$ cat src/hw/rtl/hsr_pkg.sv
// Package with shared types and constants of the hue/saturation to RGB converter.
package hsr_pkg;

   // Payload field types
   typedef logic signed [15:0] hue_type;
   typedef logic [12:0]        sat_type;
   typedef logic [13:0]        bri_type;
   typedef logic [5:0]         chan_type;

   // Channel level over the denominator 4096*3840 (fits in 24 bits)
   typedef logic [23:0] level_type;

   // Hue sextant: which pair of channels carries chroma and the ramp
   typedef enum logic [2:0] {
      SEXT_RED_YELLOW    = 3'd0,
      SEXT_YELLOW_GREEN  = 3'd1,
      SEXT_GREEN_CYAN    = 3'd2,
      SEXT_CYAN_BLUE     = 3'd3,
      SEXT_BLUE_MAGENTA  = 3'd4,
      SEXT_MAGENTA_RED   = 3'd5
   } sextant_type;

   // Hue geometry in 1/64 degree units
   localparam logic signed [16:0] HUE_TURN = 17'sd23040;
   localparam logic [14:0]        SEXTANT  = 15'd3840;

   // Saturation full scale (Q12)
   localparam logic [12:0] SAT_ONE = 13'd4096;

   // Brightness clamp limits in hundredths of a percent
   localparam logic [13:0] BRI_MIN = 14'd10;
   localparam logic [13:0] BRI_MAX = 14'd2000;

   // Peak = floor((51*b + 1000) / 2000) = floor((that >> 4) / 125)
   localparam logic [16:0] PEAK_BIAS  = 17'd1000;
   localparam logic [13:0] PEAK_RECIP = 14'd8389;   // ceil(2^20 / 125)
   localparam int          PEAK_SHIFT = 20;

   // Full channel level and its rounding half: 15 * 2^20
   localparam level_type   LEVEL_FULL = 24'd15728640;
   localparam logic [29:0] LEVEL_HALF = 30'd7864320;

   // Final divide by 15 after the shift by 20
   localparam logic [10:0] DIV15_RECIP = 11'd1093;  // ceil(2^14 / 15)
   localparam int          DIV15_SHIFT = 14;

endpackage

$ cat src/hw/rtl/hsr_req_if.sv
// Request channel: one LED style per transaction.
interface hsr_req_if import hsr_pkg::*; ();
   logic    valid;
   logic    ready;
   hue_type hue;
   sat_type saturation;
   bri_type brightness;

   modport source (output valid, output hue, output saturation, output brightness,
                   input ready);
   modport sink   (input valid, input hue, input saturation, input brightness,
                   output ready);
endinterface

$ cat src/hw/rtl/hsr_rsp_if.sv
// Response channel: one RGB triple per transaction.
interface hsr_rsp_if import hsr_pkg::*; ();
   logic     valid;
   logic     ready;
   chan_type red;
   chan_type green;
   chan_type blue;

   modport source (output valid, output red, output green, output blue, input ready);
   modport sink   (input valid, input red, input green, input blue, output ready);
endinterface

$ cat src/hw/rtl/hue_saturation_to_rgb.sv
// Top level: six-stage pipeline converting hue/saturation/brightness into RGB.
//
//   channel    direction  payload                               per transaction
//   req_chan   in         hue s16, saturation u13, brightness   one LED style
//   rsp_chan   out        red, green, blue (u6 each, 0..51)     one RGB triple
//
// One transaction enters per cycle while the response side is ready; each result
// passes through the six register stages in turn:
// wrap and clamp, sextant split and peak multiply, ramp multiply, peak scaling,
// rounding, and the divide by 15. Reset clears only the stage valid bits.
// Each stage holds while the stage after it is full and stalled, so bubbles
// close up and a stall neither drops nor repeats a transaction.
module hue_saturation_to_rgb import hsr_pkg::*; (
   input logic     clock,
   input logic     reset,
   hsr_req_if.sink   req_chan,
   hsr_rsp_if.source rsp_chan
);

   // Stage valid bits and per-stage load enables
   logic v1_ff, v2_ff, v3_ff, v4_ff, v5_ff, v6_ff;
   logic en1, en2, en3, en4, en5, en6;

   // Stage 1 registers
   logic [14:0] h1_ff, h1_in;
   sat_type     s1_ff, s1_in;
   logic [12:0] z1_ff, z1_in;

   // Stage 2 registers
   sextant_type sect2_ff, sect2_in;
   logic [11:0] t2_ff, t2_in;
   sat_type     s2_ff;
   logic [26:0] zq2_ff, zq2_in;

   // Stage 3 registers
   level_type   lr3_ff, lg3_ff, lb3_ff;
   level_type   lr3_in, lg3_in, lb3_in;
   logic [5:0]  peak3_ff, peak3_in;

   // Stage 4 registers
   logic [29:0] pr4_ff, pg4_ff, pb4_ff;

   // Stage 5 registers
   logic [9:0]  wr5_ff, wg5_ff, wb5_ff;
   logic [29:0] sr5, sg5, sb5;

   // Stage 6 registers (output)
   chan_type    red6_ff, green6_ff, blue6_ff;
   logic [20:0] qr6, qg6, qb6;

   // Stage 1 helpers
   logic signed [16:0] hue_ext;
   logic signed [16:0] hue_wrap;
   bri_type            bri_clamp;
   logic [16:0]        peak_num;

   // Stage 2 helpers
   logic [14:0] rem2;

   // Stage 3 helpers
   level_type  ramp3, white3, mid3;
   logic [5:0] peak_raw;

   // Ready chain: a stage loads when it is empty or the next one moves
   assign en6 = !v6_ff || rsp_chan.ready;
   assign en5 = !v5_ff || en6;
   assign en4 = !v4_ff || en5;
   assign en3 = !v3_ff || en4;
   assign en2 = !v2_ff || en3;
   assign en1 = !v1_ff || en2;
   assign req_chan.ready = en1;

   // Advance the valid bits
   always_ff @(posedge clock) begin
      if (reset) begin
         v1_ff <= 1'b0;
         v2_ff <= 1'b0;
         v3_ff <= 1'b0;
         v4_ff <= 1'b0;
         v5_ff <= 1'b0;
         v6_ff <= 1'b0;
      end else begin
         if (en1) v1_ff <= req_chan.valid;
         if (en2) v2_ff <= v1_ff;
         if (en3) v3_ff <= v2_ff;
         if (en4) v4_ff <= v3_ff;
         if (en5) v5_ff <= v4_ff;
         if (en6) v6_ff <= v5_ff;
      end
   end

   // Stage 1: wrap hue into one turn, clamp saturation and brightness, form the peak numerator
   always_comb begin
      hue_ext = {req_chan.hue[15], req_chan.hue};
      if (hue_ext < -HUE_TURN) begin
         hue_wrap = hue_ext + HUE_TURN + HUE_TURN;
      end else if (hue_ext < 17'sd0) begin
         hue_wrap = hue_ext + HUE_TURN;
      end else if (hue_ext >= HUE_TURN) begin
         hue_wrap = hue_ext - HUE_TURN;
      end else begin
         hue_wrap = hue_ext;
      end
      h1_in = hue_wrap[14:0];

      s1_in = (req_chan.saturation > SAT_ONE) ? SAT_ONE : req_chan.saturation;

      if (req_chan.brightness < BRI_MIN) begin
         bri_clamp = BRI_MIN;
      end else if (req_chan.brightness > BRI_MAX) begin
         bri_clamp = BRI_MAX;
      end else begin
         bri_clamp = req_chan.brightness;
      end
      peak_num = 17'(bri_clamp) * 17'd51 + PEAK_BIAS;
      z1_in    = peak_num[16:4];
   end

   always_ff @(posedge clock) begin
      if (en1) begin
         h1_ff <= h1_in;
         s1_ff <= s1_in;
         z1_ff <= z1_in;
      end
   end

   // Stage 2: split hue into sextant and ramp distance, start the peak divide
   always_comb begin
      if (h1_ff >= 15'(SEXTANT * 15'd5)) begin
         sect2_in = SEXT_MAGENTA_RED;
         rem2     = h1_ff - 15'(SEXTANT * 15'd5);
      end else if (h1_ff >= 15'(SEXTANT * 15'd4)) begin
         sect2_in = SEXT_BLUE_MAGENTA;
         rem2     = h1_ff - 15'(SEXTANT * 15'd4);
      end else if (h1_ff >= 15'(SEXTANT * 15'd3)) begin
         sect2_in = SEXT_CYAN_BLUE;
         rem2     = h1_ff - 15'(SEXTANT * 15'd3);
      end else if (h1_ff >= 15'(SEXTANT * 15'd2)) begin
         sect2_in = SEXT_GREEN_CYAN;
         rem2     = h1_ff - 15'(SEXTANT * 15'd2);
      end else if (h1_ff >= SEXTANT) begin
         sect2_in = SEXT_YELLOW_GREEN;
         rem2     = h1_ff - SEXTANT;
      end else begin
         sect2_in = SEXT_RED_YELLOW;
         rem2     = h1_ff;
      end
      // Odd sextants ramp down toward the next primary
      t2_in  = sect2_in[0] ? 12'(SEXTANT - rem2) : rem2[11:0];
      zq2_in = 27'(z1_ff) * 27'(PEAK_RECIP);
   end

   always_ff @(posedge clock) begin
      if (en2) begin
         sect2_ff <= sect2_in;
         t2_ff    <= t2_in;
         s2_ff    <= s1_ff;
         zq2_ff   <= zq2_in;
      end
   end

   // Stage 3: build channel levels (chroma + white is always full scale)
   always_comb begin
      ramp3  = 24'(s2_ff) * 24'(t2_ff);
      white3 = 24'(SAT_ONE - s2_ff) * 24'(SEXTANT);
      mid3   = ramp3 + white3;

      peak_raw = zq2_ff[PEAK_SHIFT +: 6];
      peak3_in = (peak_raw == 6'd0) ? 6'd1 : peak_raw;

      case (sect2_ff)
         SEXT_RED_YELLOW: begin
            lr3_in = LEVEL_FULL; lg3_in = mid3;       lb3_in = white3;
         end
         SEXT_YELLOW_GREEN: begin
            lr3_in = mid3;       lg3_in = LEVEL_FULL; lb3_in = white3;
         end
         SEXT_GREEN_CYAN: begin
            lr3_in = white3;     lg3_in = LEVEL_FULL; lb3_in = mid3;
         end
         SEXT_CYAN_BLUE: begin
            lr3_in = white3;     lg3_in = mid3;       lb3_in = LEVEL_FULL;
         end
         SEXT_BLUE_MAGENTA: begin
            lr3_in = mid3;       lg3_in = white3;     lb3_in = LEVEL_FULL;
         end
         default: begin
            lr3_in = LEVEL_FULL; lg3_in = white3;     lb3_in = mid3;
         end
      endcase
   end

   always_ff @(posedge clock) begin
      if (en3) begin
         lr3_ff   <= lr3_in;
         lg3_ff   <= lg3_in;
         lb3_ff   <= lb3_in;
         peak3_ff <= peak3_in;
      end
   end

   // Stage 4: scale each level by the peak
   always_ff @(posedge clock) begin
      if (en4) begin
         pr4_ff <= 30'(lr3_ff) * 30'(peak3_ff);
         pg4_ff <= 30'(lg3_ff) * 30'(peak3_ff);
         pb4_ff <= 30'(lb3_ff) * 30'(peak3_ff);
      end
   end

   // Stage 5: add the rounding half and drop the power-of-two part of the divisor
   assign sr5 = pr4_ff + LEVEL_HALF;
   assign sg5 = pg4_ff + LEVEL_HALF;
   assign sb5 = pb4_ff + LEVEL_HALF;

   always_ff @(posedge clock) begin
      if (en5) begin
         wr5_ff <= sr5[29:20];
         wg5_ff <= sg5[29:20];
         wb5_ff <= sb5[29:20];
      end
   end

   // Stage 6: divide by 15 through the reciprocal and hold the result
   assign qr6 = 21'(wr5_ff) * 21'(DIV15_RECIP);
   assign qg6 = 21'(wg5_ff) * 21'(DIV15_RECIP);
   assign qb6 = 21'(wb5_ff) * 21'(DIV15_RECIP);

   always_ff @(posedge clock) begin
      if (en6) begin
         red6_ff   <= qr6[DIV15_SHIFT +: 6];
         green6_ff <= qg6[DIV15_SHIFT +: 6];
         blue6_ff  <= qb6[DIV15_SHIFT +: 6];
      end
   end

   // Drive the response channel
   assign rsp_chan.valid = v6_ff;
   assign rsp_chan.red   = red6_ff;
   assign rsp_chan.green = green6_ff;
   assign rsp_chan.blue  = blue6_ff;

endmodule
$ cat src/flat_wrapper.sv
// flat-port wrapper written by rule: the top's interface ports become plain ports
module hue_saturation_to_rgb_flat import hsr_pkg::*;
  (clock, reset, req_chan_valid, req_chan_hue, req_chan_saturation, req_chan_brightness, req_chan_ready, rsp_chan_valid, rsp_chan_red, rsp_chan_green, rsp_chan_blue, rsp_chan_ready);
  hsr_req_if req_chan_i ();
  hsr_rsp_if rsp_chan_i ();
  input logic clock;
  input logic reset;
  input wire logic [$bits(req_chan_i.valid)-1:0] req_chan_valid;
  input wire logic [$bits(req_chan_i.hue)-1:0] req_chan_hue;
  input wire logic [$bits(req_chan_i.saturation)-1:0] req_chan_saturation;
  input wire logic [$bits(req_chan_i.brightness)-1:0] req_chan_brightness;
  output wire logic [$bits(req_chan_i.ready)-1:0] req_chan_ready;
  output wire logic [$bits(rsp_chan_i.valid)-1:0] rsp_chan_valid;
  output wire logic [$bits(rsp_chan_i.red)-1:0] rsp_chan_red;
  output wire logic [$bits(rsp_chan_i.green)-1:0] rsp_chan_green;
  output wire logic [$bits(rsp_chan_i.blue)-1:0] rsp_chan_blue;
  input wire logic [$bits(rsp_chan_i.ready)-1:0] rsp_chan_ready;
  assign req_chan_i.valid = req_chan_valid;
  assign req_chan_i.hue = req_chan_hue;
  assign req_chan_i.saturation = req_chan_saturation;
  assign req_chan_i.brightness = req_chan_brightness;
  assign req_chan_ready = req_chan_i.ready;
  assign rsp_chan_valid = rsp_chan_i.valid;
  assign rsp_chan_red = rsp_chan_i.red;
  assign rsp_chan_green = rsp_chan_i.green;
  assign rsp_chan_blue = rsp_chan_i.blue;
  assign rsp_chan_i.ready = rsp_chan_ready;
  hue_saturation_to_rgb u_core (.clock(clock), .reset(reset), .req_chan(req_chan_i), .rsp_chan(rsp_chan_i));
endmodule
$ cat config.mk
export PLATFORM = sky130hd
export DESIGN_NAME = hue_saturation_to_rgb_flat
export DESIGN_NICKNAME = d
export VERILOG_FILES = /design/src/hw/rtl/hsr_pkg.sv /design/src/hw/rtl/hsr_req_if.sv /design/src/hw/rtl/hsr_rsp_if.sv /design/src/hw/rtl/hue_saturation_to_rgb.sv /design/src/flat_wrapper.sv
export SDC_FILE = /design/constraint.sdc
export NUM_CORES = 2
export LEC_CHECK = 0
export ABC_CLOCK_PERIOD_IN_PS = 11650
export BUFFER_PORTS_ARGS = -buffer_cell sky130_fd_sc_hd__buf_2
export CORE_MARGIN = 3
export CORE_UTILIZATION = 45
export DETAILED_ROUTE_END_ITERATION = 6
export GPL_ROUTABILITY_DRIVEN = 0
export SLEW_MARGIN = 20
export SYNTH_ARGS = -nofsm -noshare
export SYNTH_HDL_FRONTEND = slang
export SYNTH_SLANG_ARGS = --single-unit
$ cat constraint.sdc
create_clock -name clock -period 11.65 [get_ports clock]
set_input_delay 3.495 -clock clock [delete_from_list [all_inputs] [get_ports clock]]
set_output_delay 3.495 -clock clock [all_outputs]
set_load 0.02 [all_outputs]
==> metrics <==
Wirelength per Cell=15.5 µm; CP max stage cell=and3_1; Setup Viol. Count Final=0; clock skew=0.0179 ns; Worst Setup EP=req_chan_ready; Avg Cell Area, Syn=9.74 µm²; CTS Sinks=240; Port-buffer cells=66; Post-CTS Setup Inserts=0; area of the core=0.0732 mm²; die height=279 µm; routed wire length=between 60 and 70 mm; Mapped Cells=3431; mapped cell area=0.0334 mm²; critical path class=input port to output pin; Ant. Diodes=0; CP dominant cell by count=buf_2; H-tree levels=1; pin count of the biggest net entering global routing=79; Site Rows=99; status=complete, no violations; CP arrival=4.87 ns; gr usage total=18.3%; Max Slew Vio Count=0; CP startpoint kind=input port; CP required=8.16 ns; area grow syn2layout=6.43%; unrepaired setup endpoints after global routing=false; Vias=22.7k; drt first pass iters=7; share of the clock period used by the worst path=71.8%; dominant synthesized flop cell=edfxtp_1; Worst Tran Pin Value=1.05 ns; setup_tns=0 ns; flops & latches, synth=240; number of global-route vias before repair=23.6k; max-cap violation count=0; CP endpoint kind=output pin; Max Fanout on Critical Path=18; synth warn=0; crit-path cells=buf_2 > nor2b_1 > and3_1 > nand4_1 > buf_4 > buf_2; internal reg-to-reg setup slack=3.29 ns; Initial Utilization=45.7%; fmax=120 MHz; die area=0.0776 mm²; hold slack=between 0.4 and 0.5 ns; clk_lat worst skew=0.58 ns; Reg-to-Reg Start=u_core.s2_ff[0]$_DFFE_PP_; Vias/cell=5.14; Worst R2R End=u_core.lg3_ff[23]$_DFFE_PP_; final hold violations=0; # DRC=0; DIE WIDTH=~280 µm; global route overflow=0; crit-path max cell delay=around 0.43 ns; final net count=4415; initial antenna violation count=0; First DRT Iteration DRCs=1151; Hold-fix buffers, CTS=0; dpl hpwl=54.8 mm; PostCTS Resize Cnt=0; Worst-path clk slew=roughly 0.060 ns; EDFF count, synth=234; Routed Antenna Nets=0; Seq/Total Area, Yosys=a little over a fifth; CTS buffer count=29; Root Buffer=clkbuf_16; CTS tree=built; Synth cell types=87; Reg2Reg Depth=28; CTS max path bufs=3; Final min period=8.37 ns; Hold Path Class=register to register; asr flop ratio synth=0%; Critical Path Start=rsp_chan_ready; share of layout cells above drive strength 1=4.56%; Top Ports=67; first-pass GRT wire length=118 mm; Rel. slew slack=28.5%
==> layer usage <==
| layer | track usage (%) | wire, µm | up-vias |
|---|---|---|---|
| met5 | 0 | 0 | - |
| met4 | 4.28 | 1720 | 0 |
| met3 | 1.72 | 2230 | 76 |
| met2 | 31.2 | 32200 | 350 |
| met1 | 25.3 | 32500 | 11316 |
| li1 | - | - | 10988 |
==> layout make-up <==
type / instances / area, µm²
clock buffer: 35 / 748
clock inverter: 18 / 131
fill: 6878 / 37600
inverter: 689 / 2590
multi-input combinational: 2408 / 23300
sequential: 240 / 7150
tap: 959 / 1200
timing repair buffer: 77 / 413
==> state kept, by name (all words and copies together), names as in the netlist, 3 cells and up <==
signal and flops:
u_core.h1_ff 15, u_core.lb3_ff 24, u_core.lg3_ff 24, u_core.lr3_ff 24, u_core.pb4_ff 11, u_core.peak3_ff 6
u_core.pg4_ff 11, u_core.pr4_ff 11, u_core.rsp_chan.blue 6, u_core.rsp_chan.green 6, u_core.rsp_chan.red 6, u_core.s1_ff 13
u_core.s2_ff 13, u_core.sect2_ff 3, u_core.t2_ff 12, u_core.wb5_ff 10, u_core.wg5_ff 10, u_core.wr5_ff 10
u_core.z1_ff 13, u_core.zq2_ff 6
==> critical path, delay by kind of cell <==
family                 cells  cell delay [ns]
buffers and inverters      3             0.54
and+or+nand+nor            3             0.81
==> metrics by stage <==
stage               util (%)  cells  setup slack [ns]  instance area (µm²)
floorplan                  -   3435              2.72                33400
global placement        47.4   4373              2.98                34700
detailed placement      47.4   4373              2.91                34700
CTS                     48.6   4426              3.26                35600
global route            48.6   4426              2.64                35600
finish                  48.6   4426              3.28                35600
==> worst min path at each step <==
stage / startpoint / to / slack (ns) / cells past startpoint
3_5_place_dp: u_core.s1_ff[4]$_SDFFCE_PN0P_ / u_core.s2_ff[4]$_DFFE_PP_ / 0.40 / 0
2_1_floorplan: u_core.s1_ff[0]$_SDFFCE_PN0P_ / u_core.s2_ff[0]$_DFFE_PP_ / 0.40 / 0
5_1_grt: u_core.s1_ff[9]$_SDFFCE_PN0P_ / u_core.s2_ff[9]$_DFFE_PP_ / 0.41 / 0
4_1_cts: u_core.s1_ff[9]$_SDFFCE_PN0P_ / u_core.s2_ff[9]$_DFFE_PP_ / 0.41 / 0
6_report: u_core.s1_ff[9]$_SDFFCE_PN0P_ / u_core.s2_ff[9]$_DFFE_PP_ / 0.41 / 0
3_3_place_gp: u_core.s1_ff[12]$_SDFFCE_PN1P_ / u_core.s2_ff[12]$_DFFE_PP_ / 0.40 / 0
==> cell usage in the layout, fill, tap and decap left out, types with 31 or more instances in the layout <==
cell type	synthesis	final
a21o_1	31	31
a21oi_1	87	87
and2_1	124	124
buf_2	2	66
edfxtp_1	234	234
fa_1	474	474
ha_1	449	449
inv_1	688	688
nand2_1	559	558
nand3_1	39	38
nor2_1	96	96
o21ai_0	52	52
o22ai_1	31	31
xnor2_1	97	97
xor2_1	59	59
==> synthesized netlist by cell type (18+ instances only) <==
cell,number,area share (%)
clkbuf_1,95,1.1
and3_1,27,0.51
nor2_1,96,1.1
o21ai_0,52,0.78
a21o_1,31,0.70
nand2_1,559,6.3
ha_1,449,17
nor2b_1,23,0.43
nor3_1,23,0.34
nand3_1,39,0.58
and2_1,124,2.3
edfxtp_1,234,21
inv_1,688,7.7
a21oi_1,87,1.3
fa_1,474,28
xnor2_1,97,2.5
o21bai_1,18,0.40
xor2_1,59,1.5
o22ai_1,31,0.58
==> kinds of logic (layout without fill, tap and decap cells) <==
| family | count (synthesis) | count (layout) | synth area share [%] |
|---|---|---|---|
| compound gates | 354 | 354 | 7.11 |
| xor+xnor | 157 | 157 | 4.14 |
| fa+ha+maj | 925 | 925 | 45.3 |
| buf+inv | 787 | 819 | 8.86 |
| flops | 240 | 240 | 21.4 |
| mux | 3 | 3 | 0.0973 |
| other cells | 2 | 6 | 0.0225 |
| simple gates | 963 | 963 | 13.1 |
Power is not shown: default switching activity piles up to over one toggle a cycle in this logic, so the estimate is an artifact.
